==> src/hw/rtl/assert_macros.svh <==
// assertion macros used by the back of the median / smoothing core
// no dependencies; compiled out when SYNTH is defined
`ifndef ASSERT_MACROS_SVH
`define ASSERT_MACROS_SVH
`ifndef SYNTH
`define WMED_ASSERT(lbl, prop, msg) \
  lbl: assert property (@(posedge clk) disable iff (!rst_n) (prop)) else $error(msg);
`define WMED_ASSERT_ALWAYS(lbl, prop, msg) \
  lbl: assert property (@(posedge clk) (prop)) else $error(msg);
`else
`define WMED_ASSERT(lbl, prop, msg)
`define WMED_ASSERT_ALWAYS(lbl, prop, msg)
`endif
`endif

==> src/hw/rtl/wmed_pkg.sv <==
// types and constants of the windowed median / smoothing core
// no dependencies
package wmed_pkg;

  localparam int ValW = 24;
  localparam int NumEst = 3;
  localparam int EstIfft = 0;
  localparam int EstPhase = 1;
  localparam int EstRtt = 2;
  localparam logic [15:0] AlphaReset = 16'd9830;

  localparam logic OP_PUSH = 1'b0;
  localparam logic OP_RESTART = 1'b1;

  typedef struct packed {
    logic                   opcode;
    logic [1:0]             path_index;
    logic signed [ValW-1:0] ifft_estimate;
    logic                   ifft_present;
    logic signed [ValW-1:0] phase_estimate;
    logic                   phase_present;
    logic signed [ValW-1:0] rtt_estimate;
    logic                   rtt_present;
  } in_t;

  typedef struct packed {
    logic signed [ValW-1:0] median_ifft;
    logic                   median_ifft_ok;
    logic signed [ValW-1:0] median_phase;
    logic                   median_phase_ok;
    logic signed [ValW-1:0] median_rtt;
    logic                   median_rtt_ok;
    logic signed [ValW-1:0] smoothed_distance;
    logic                   smoothed_ok;
  } out_t;

  // queue entry between front and back
  typedef struct packed {
    logic is_restart;
    in_t  item;
  } fe_t;

  typedef struct packed {
    logic empty;
    fe_t  data;
  } fq_t;

  // one window entry, all three estimators
  typedef struct packed {
    logic [NumEst-1:0]           pres;
    logic [NumEst-1:0][ValW-1:0] val;
  } win_t;

  typedef enum logic [2:0] {
    ST_IDLE,
    ST_WRITE,
    ST_READ,
    ST_RANK,
    ST_MED,
    ST_EMA1,
    ST_EMA2,
    ST_OUT
  } state_t;

endpackage

==> src/hw/rtl/wmed_fifo.sv <==
// two-entry queue used between front and back and on the result side
// depends on nothing
module wmed_fifo #(
  parameter int DW = 8
) (
  input  logic          clk,
  input  logic          rst_n,
  input  logic          push,
  input  logic [DW-1:0] din,
  output logic          full,
  input  logic          pop,
  output logic [DW-1:0] dout,
  output logic          empty
);
  logic [DW-1:0] ent_r [2];
  logic          wp_r, rp_r;
  logic [1:0]    cnt_r;
  logic          do_push, do_pop;

  assign full = (cnt_r == 2'd2);
  assign empty = (cnt_r == 2'd0);
  assign dout = ent_r[rp_r];
  assign do_push = push && !full;
  assign do_pop = pop && !empty;

  always_ff @(posedge clk) begin
    if (!rst_n) begin
      wp_r <= 1'b0;
      rp_r <= 1'b0;
      cnt_r <= 2'd0;
    end else begin
      if (do_push) wp_r <= ~wp_r;
      if (do_pop) rp_r <= ~rp_r;
      if (do_push && !do_pop) cnt_r <= cnt_r + 2'd1;
      else if (do_pop && !do_push) cnt_r <= cnt_r - 2'd1;
    end
  end

  always_ff @(posedge clk) begin
    if (do_push) ent_r[wp_r] <= din;
  end
endmodule

==> src/hw/rtl/wmed_front.sv <==
// front: accepts items, drops pushes to absent paths, queues the rest
// depends on wmed_pkg, wmed_fifo
module wmed_front #(
  parameter int NUM_PATHS = 4
) (
  input  logic          clk,
  input  logic          rst_n,
  input  logic          in_push,
  input  wmed_pkg::in_t in_data,
  output logic          in_full,
  output wmed_pkg::fq_t fq,
  input  logic          fq_pop
);
  import wmed_pkg::*;

  fe_t  ent;
  logic keep;
  logic q_empty;
  fe_t  q_data;

  always_comb begin
    ent.is_restart = (in_data.opcode == OP_RESTART);
    ent.item = in_data;
    keep = ent.is_restart || ({1'b0, in_data.path_index} < 3'(NUM_PATHS));
  end

  wmed_fifo #(.DW($bits(fe_t))) u_q (
    .clk(clk), .rst_n(rst_n),
    .push(in_push && keep), .din(ent), .full(in_full),
    .pop(fq_pop), .dout(q_data), .empty(q_empty)
  );

  assign fq.empty = q_empty;
  assign fq.data = q_data;
endmodule

==> config.mk <==
export PLATFORM = sky130hd
export DESIGN_NAME = wmed_front
export DESIGN_NICKNAME = d
export VERILOG_FILES = /design/src/hw/rtl/assert_macros.svh /design/src/hw/rtl/wmed_pkg.sv /design/src/hw/rtl/wmed_fifo.sv /design/src/hw/rtl/wmed_front.sv
export SDC_FILE = /design/constraint.sdc
export NUM_CORES = 1
export LEC_CHECK = 0
export BUFFER_PORTS_ARGS = -buffer_cell sky130_fd_sc_hd__buf_4
export CAP_MARGIN = 25
export CORE_MARGIN = 8
export CORE_UTILIZATION = 52
export DETAILED_ROUTE_END_ITERATION = 10
export PLACE_DENSITY = 0.82
export SLEW_MARGIN = 0
export SYNTH_ARGS = -nofsm -noshare
export SYNTH_HDL_FRONTEND = slang
export SYNTH_HIERARCHICAL = 1
export SYNTH_SLANG_ARGS = --single-unit
==> constraint.sdc <==
create_clock -name clk -period 5.2 [get_ports clk]
set_clock_uncertainty 0.15 [all_clocks]
set_input_delay 0.52 -clock clk [delete_from_list [all_inputs] [get_ports clk]]
set_output_delay 0.52 -clock clk [all_outputs]
set_load 0.1 [all_outputs]
==> out/results.ini, run 1 <==
[critical_path]
crit_required_ps=4530
cp-end-kind=primary output
cp.buffers_inverters=2
rrSetupSlack_ps=3310
rr_worst_depth=3
path_cells=buf_16 -> mux2_2 -> buf_4
cp_max_fo=52
r2r-end=u_q/ent_r[1][23]$_DFFE_PP_
critPathSlowestCell=dfxtp_4
cpLargestDelayFamily=flip-flops
critPathLaunchType=flip-flop
cp.arrival_ps=2000
critical-path-max-stage-delay_ps=620
r2r_start=u_q/cnt_r[0]$_SDFFE_PN0P_
critPathKind=reg2out

[timing]
fmax_ghz=0.374
layout_worst_path_cycle_share_pct=51.4
rsz0062_at_grt=false
fin_tns_setup_ps=0
setup_viol=0
worst_pin_slew_ps=591
final-hold-violation-count=0
report.final.slew_viol_count=0
period_needed_ps=2670
maxSlewHeadroom_pct=60.6

[yosys]
ys_seq_elements=163
syn-cell-area_um2=5980
synth_warnings=6
netlist_instances=272
synth_nets=355
ys_seq_area_share_pct=81.1
avgSynthCellArea_um2=22.0
yosysUniqueCellTypes=23

[global_route]
grt_max_degree=62
grt_pass1_vias=3445
grt-ovfl-total=0
grt.total_usage_pct=15.6
grt_pass1_wl_um=17500
antenna_found_initial=0

[floorplan]
initial_core_util_pct=52.8
dieHeight_um=123
dieArea_um2=15200
rows=39
num_io_pins=163
core_um2=11300
die_x_um=123

[min_path]
min_path_type=in2reg
hp-start=in_data[45]
hold_path_depth=1
worstHoldEndpoint=u_q/ent_r[1][45]$_DFFE_PP_

[routing]
dr.pass1.iters=4
vias=3079
wire_per_inst_um=19.0
drt_iter0_markers=130
routed_wl_um=11500
drc_errors=0
via_per_inst=5.11
ant_nets=0

[run_status]
status=finished clean

[clock_tree]
clock_latency_ps=410
cts-root-buf=clkbuf_16
cts_setup_buffers=0
cts_buffer_depth=2
path_clk_slew_ps=60
ctsHtreeMaxLevel=4
cts.repair.resized=0
hold_buffers=0
cts_buffers=17
cts.sinks=163
cts_tree=done

[final_layout]
fillers=773
antenna_cells=0
drive_above_1_share_pct=60.0
syn_to_final_growth_pct=33.1
ff_latch_area_um2=4850
nets=530
multi_input_area_um2=1060
mostFrequentLayoutCell=buf_4
layout_common_cells=buf_4, edfxtp_1, mux2_2, clkbuf_16, mux2_4

[placement]
place_congestion=0.677
port_buffers=162
dpl.hpwl_um=7930

[run]
cap_violations=0

registers in the layout (all words and copies together) (netlist names), named ones only:
name / count
u_q/ent_r: 158
u_q/cnt_r: 2
u_q/rp_r: 1
u_q/wp_r: 1
worst max path at each step:
stage / start / end / cells after the start
2_1_floorplan: u_q/cnt_r[0]$_SDFFE_PN0P_ / u_q/ent_r[0][0]$_DFFE_PP_ / 3
5_1_grt: flip-flop / fq[30] / 3
6_report: flip-flop / fq[11] / 3
4_1_cts: flip-flop / fq[10] / 3
3_3_place_gp: flip-flop / fq[17] / 2
3_5_place_dp: flip-flop / fq[10] / 3
Yosys cell counts:
| master | instances | share of area, % |
|---|---|---|
| o21ai_0 | 1 | 0.084 |
| a21boi_0 | 1 | 0.13 |
| dfxtp_1 | 5 | 1.7 |
| or3_1 | 1 | 0.10 |
| buf_4 | 1 | 0.13 |
| buf_6 | 3 | 0.57 |
| nand2b_1 | 1 | 0.10 |
| mux2_4 | 10 | 2.5 |
| o21ai_1 | 1 | 0.084 |
| and3_1 | 1 | 0.10 |
| buf_2 | 6 | 0.50 |
| edfxtp_1 | 158 | 79 |
| inv_1 | 1 | 0.063 |
| ha_1 | 1 | 0.21 |
| xor2_1 | 1 | 0.15 |
| a21boi_1 | 1 | 0.13 |
| o21a_1 | 1 | 0.13 |
| nor2_1 | 2 | 0.13 |
| inv_2 | 1 | 0.063 |
| nor3_2 | 1 | 0.17 |
| xnor2_1 | 2 | 0.29 |
| and2_1 | 3 | 0.31 |
| mux2_2 | 69 | 13 |
logic make-up after synthesis:
| logic type | share of synthesized area [%] |
|---|---|
| fa+ha+maj | 0.209 |
| flops | 81.1 |
| compound gates | 0.544 |
| buf+inv | 1.32 |
| simple gates | 0.921 |
| mux | 15.5 |
| xor+xnor | 0.440 |
worst reg2reg max path, stage by stage (launching register included):
cell and delay [ps]:
dfxtp_1 430, nand2b_1 200, and3_4 400, buf_16 340
layer usage:
metal,part of all wire (%),global-route usage [%],vias up
met2,52,27.2,117
met4,1.2,5.72,0
met5,0,0,-
met3,10,7.35,19
met1,37,16.1,1516
li1,-,-,1427
layout make-up:
cell class | instances | area share [%]
Timing Repair Buffer | 166 | 16.2
Sequential cell | 163 | 61.0
Clock buffer | 17 | 5.35
Multi-Input combinational cell | 97 | 13.4
Clock inverter | 15 | 1.79
Tap cell | 143 | 2.25
Inverter | 2 | 0.0944
metrics by stage:
step                hold WS [ps]  area [µm²]  setup WS (ps)  utilization (%)  cells
finish                       141        7950           2530             70.3    603
global route                 115        7950           2430             70.3    603
CTS                          119        7950           2480             70.3    603
detailed placement           380        7390           2940             65.2    571
global placement             346        7330           2720             64.8    569
floorplan                    333        5980            677                -    272
Power of run 1 is not shown: default switching activity piles up to over one toggle a cycle in this logic, so the estimate is an artifact.
==> run 2, diff against run 1 <==
Settings changed: CORE_UTILIZATION 52 to 47, PLACE_DENSITY 0.82 to 0.79.
Clock period 5.2 ns to 2.3 ns, I/O delays scaled along.
==> run 2 against run 1 <==
- sequential share of layout area down 6.2 points
- routed wire length up 12%
- worst hold slack worse by 99 ps
- sequential cell count unchanged
- global-route usage up 0.17 points
- non-clock buffer count up 81
- utilization up 0.52 points
- critical endpoint is now fq[73]
==> out/results.ini, run 2 (synthesis gave the netlist of run 1 again) <==
[timing]
maxSlewHeadroom_pct=66.9
final-hold-violation-count=0
rsz0062_at_grt=false
layout_worst_path_cycle_share_pct=93.3
holdWs_ps=42.5
worst_pin_slew_ps=496
setup_viol=0
period_needed_ps=2150
fmax_ghz=0.466
report.final.slew_viol_count=0

[global_route]
antenna_found_initial=1
grt-ovfl-total=0
grt.met3_usage_pct=7.07
grt_use_met1_pct=16.4
grt_pass1_wl_um=19500
globalRouteMet2Util_pct=26.7
grt_pass1_vias=3716
grt_max_degree=81
grt.total_usage_pct=15.8
busiest_layer=met2

[floorplan]
num_io_pins=163
core_um2=12500
die_x_um=129
initial_core_util_pct=47.8
dieArea_um2=16600
dieHeight_um=129
rows=41

[critical_path]
r2r_start=u_q/cnt_r[0]$_SDFFE_PN0P_
critPathKind=reg2out
cp.arrival_ps=1770
cp-end-kind=primary output
crit_required_ps=1920
cp_max_fo=13
critPathLaunchType=flip-flop

[final_layout]
nets=611
fillers=822
mostFrequentLayoutCell=buf_4
syn_to_final_growth_pct=48.2
drive_above_1_share_pct=51.5
top_register=u_q/ent_r
fin_area_um2=8860
layout_common_cells=buf_4, edfxtp_1, dlygate4sd3_1, mux2_2, clkbuf_16
largestRegisters=u_q/ent_r: 158 flops, u_q/cnt_r: 2 flops
largest_reg_flops=158

[run_status]
status=finished clean

[clock_tree]
clock_latency_ps=410
cts_buffers=17
cts_buffer_depth=2
ctsHtreeMaxLevel=4
cts_tree=done
cts.repair.resized=0
cts-root-buf=clkbuf_16
path_clk_slew_ps=50
cts.sinks=163

[power_and_ir_drop]
power.internal_mw=6.97
power_switching_mw=5.55
p_comb_share_pct=46.2
switching_share_pct=44.3
power.density_nw_per_um2=1410
leakagePower_nw=3.34
sequentialPowerShare_pct=31.0
p_clk_share_pct=22.8
ir_drop_mv=0.850

[run]
cap_violations=0

[routing]
vias=3337
via_per_inst=4.68
drt_iter0_markers=214
drc_errors=0
wire_per_inst_um=18.1
routed_wl_um=12900
dr.pass1.iters=4
ant_nets=0

[placement]
place_congestion=0.681
dpl.hpwl_um=7760
port_buffers=162
dpl_cell_area_um2=7460

[min_path]
hp-start=in_push
min_path_type=in2reg

==> run 2: cell types whose count changed in the layout (fill, tap and decap cells not counted), sizes merged, moves of 2 or more <==
cell / before / now
dlygate4sd3: 0 / 79
clkinv: 11 / 3
clkbuf: 17 / 21
buf: 166 / 168
bufinv: 2 / 4
==> run 2: area by class of cell <==
cell class	instances	area (µm²)	area share (%)
Antenna cell	1	2.50	0.0282
Clock buffer	21	440	4.97
Clock inverter	10	159	1.79
Inverter	2	15.0	0.169
Multi-Input combinational cell	97	1070	12.1
Sequential cell	163	4850	54.7
Tap cell	172	215	2.43
Timing Repair Buffer	247	2110	23.8
==> run 2: worst paths after layout <==
kind              slack (ps)  depth (start not counted)                         end
hold / removal            40                          3       u_q/wp_r$_SDFFE_PN0P_
hold reg to reg          410                          2   u_q/cnt_r[1]$_SDFFE_PN0P_
setup reg to reg         590                          3  u_q/ent_r[1][37]$_DFFE_PP_
setup / recovery         150                          3                      fq[73]
==> run 2: repair_timing <==
item	CTS	global route
buffers inserted	0	1
hold buffers	79	0
endpoints found under the hold margin	163	0
endpoints found under the setup margin	0	4
==> run 2: critical path, stage by stage, from the launching register on <==
cell	delay [ps]
dfxtp_4	460
buf_4	280
mux2_2	370
buf_4	230
==> run 2: power by group through the flow <==
| stage | clock, mW | sequential, mW | combinational (mW) |
|---|---|---|---|
| after global routing | 3.01 | 3.91 | 5.96 |
| after CTS | 2.91 | 3.90 | 5.78 |
| after detailed placement | 0 | 3.96 | 5.66 |
| after global placement | 0 | 3.93 | 5.64 |
| after floorplan | 0 | 3.89 | 4.62 |
| final | 2.86 | 3.88 | 5.79 |
==> run 2: layer usage <==
metal / vias up / routed length (µm)
met1: 1632 / 4780
met5: - / 0
li1: 1584 / -
met3: 14 / 1120
met4: 0 / 209
met2: 107 / 6770
==> run 2: stage by stage <==
step                      TNS (ps)  power [mW]  cells  utilization, %  worst slack, ps
after floorplan             -66370        8.50    272               -             -831
after global placement           0        9.57    601            59.6              499
after detailed placement         0        9.62    601            59.6              470
after CTS                        0        12.6    711            70.7             13.6
after global routing             0        12.9    713            70.8             91.0
final                            0        12.5    713            70.8              154
(Power assumes the default switching activity.)
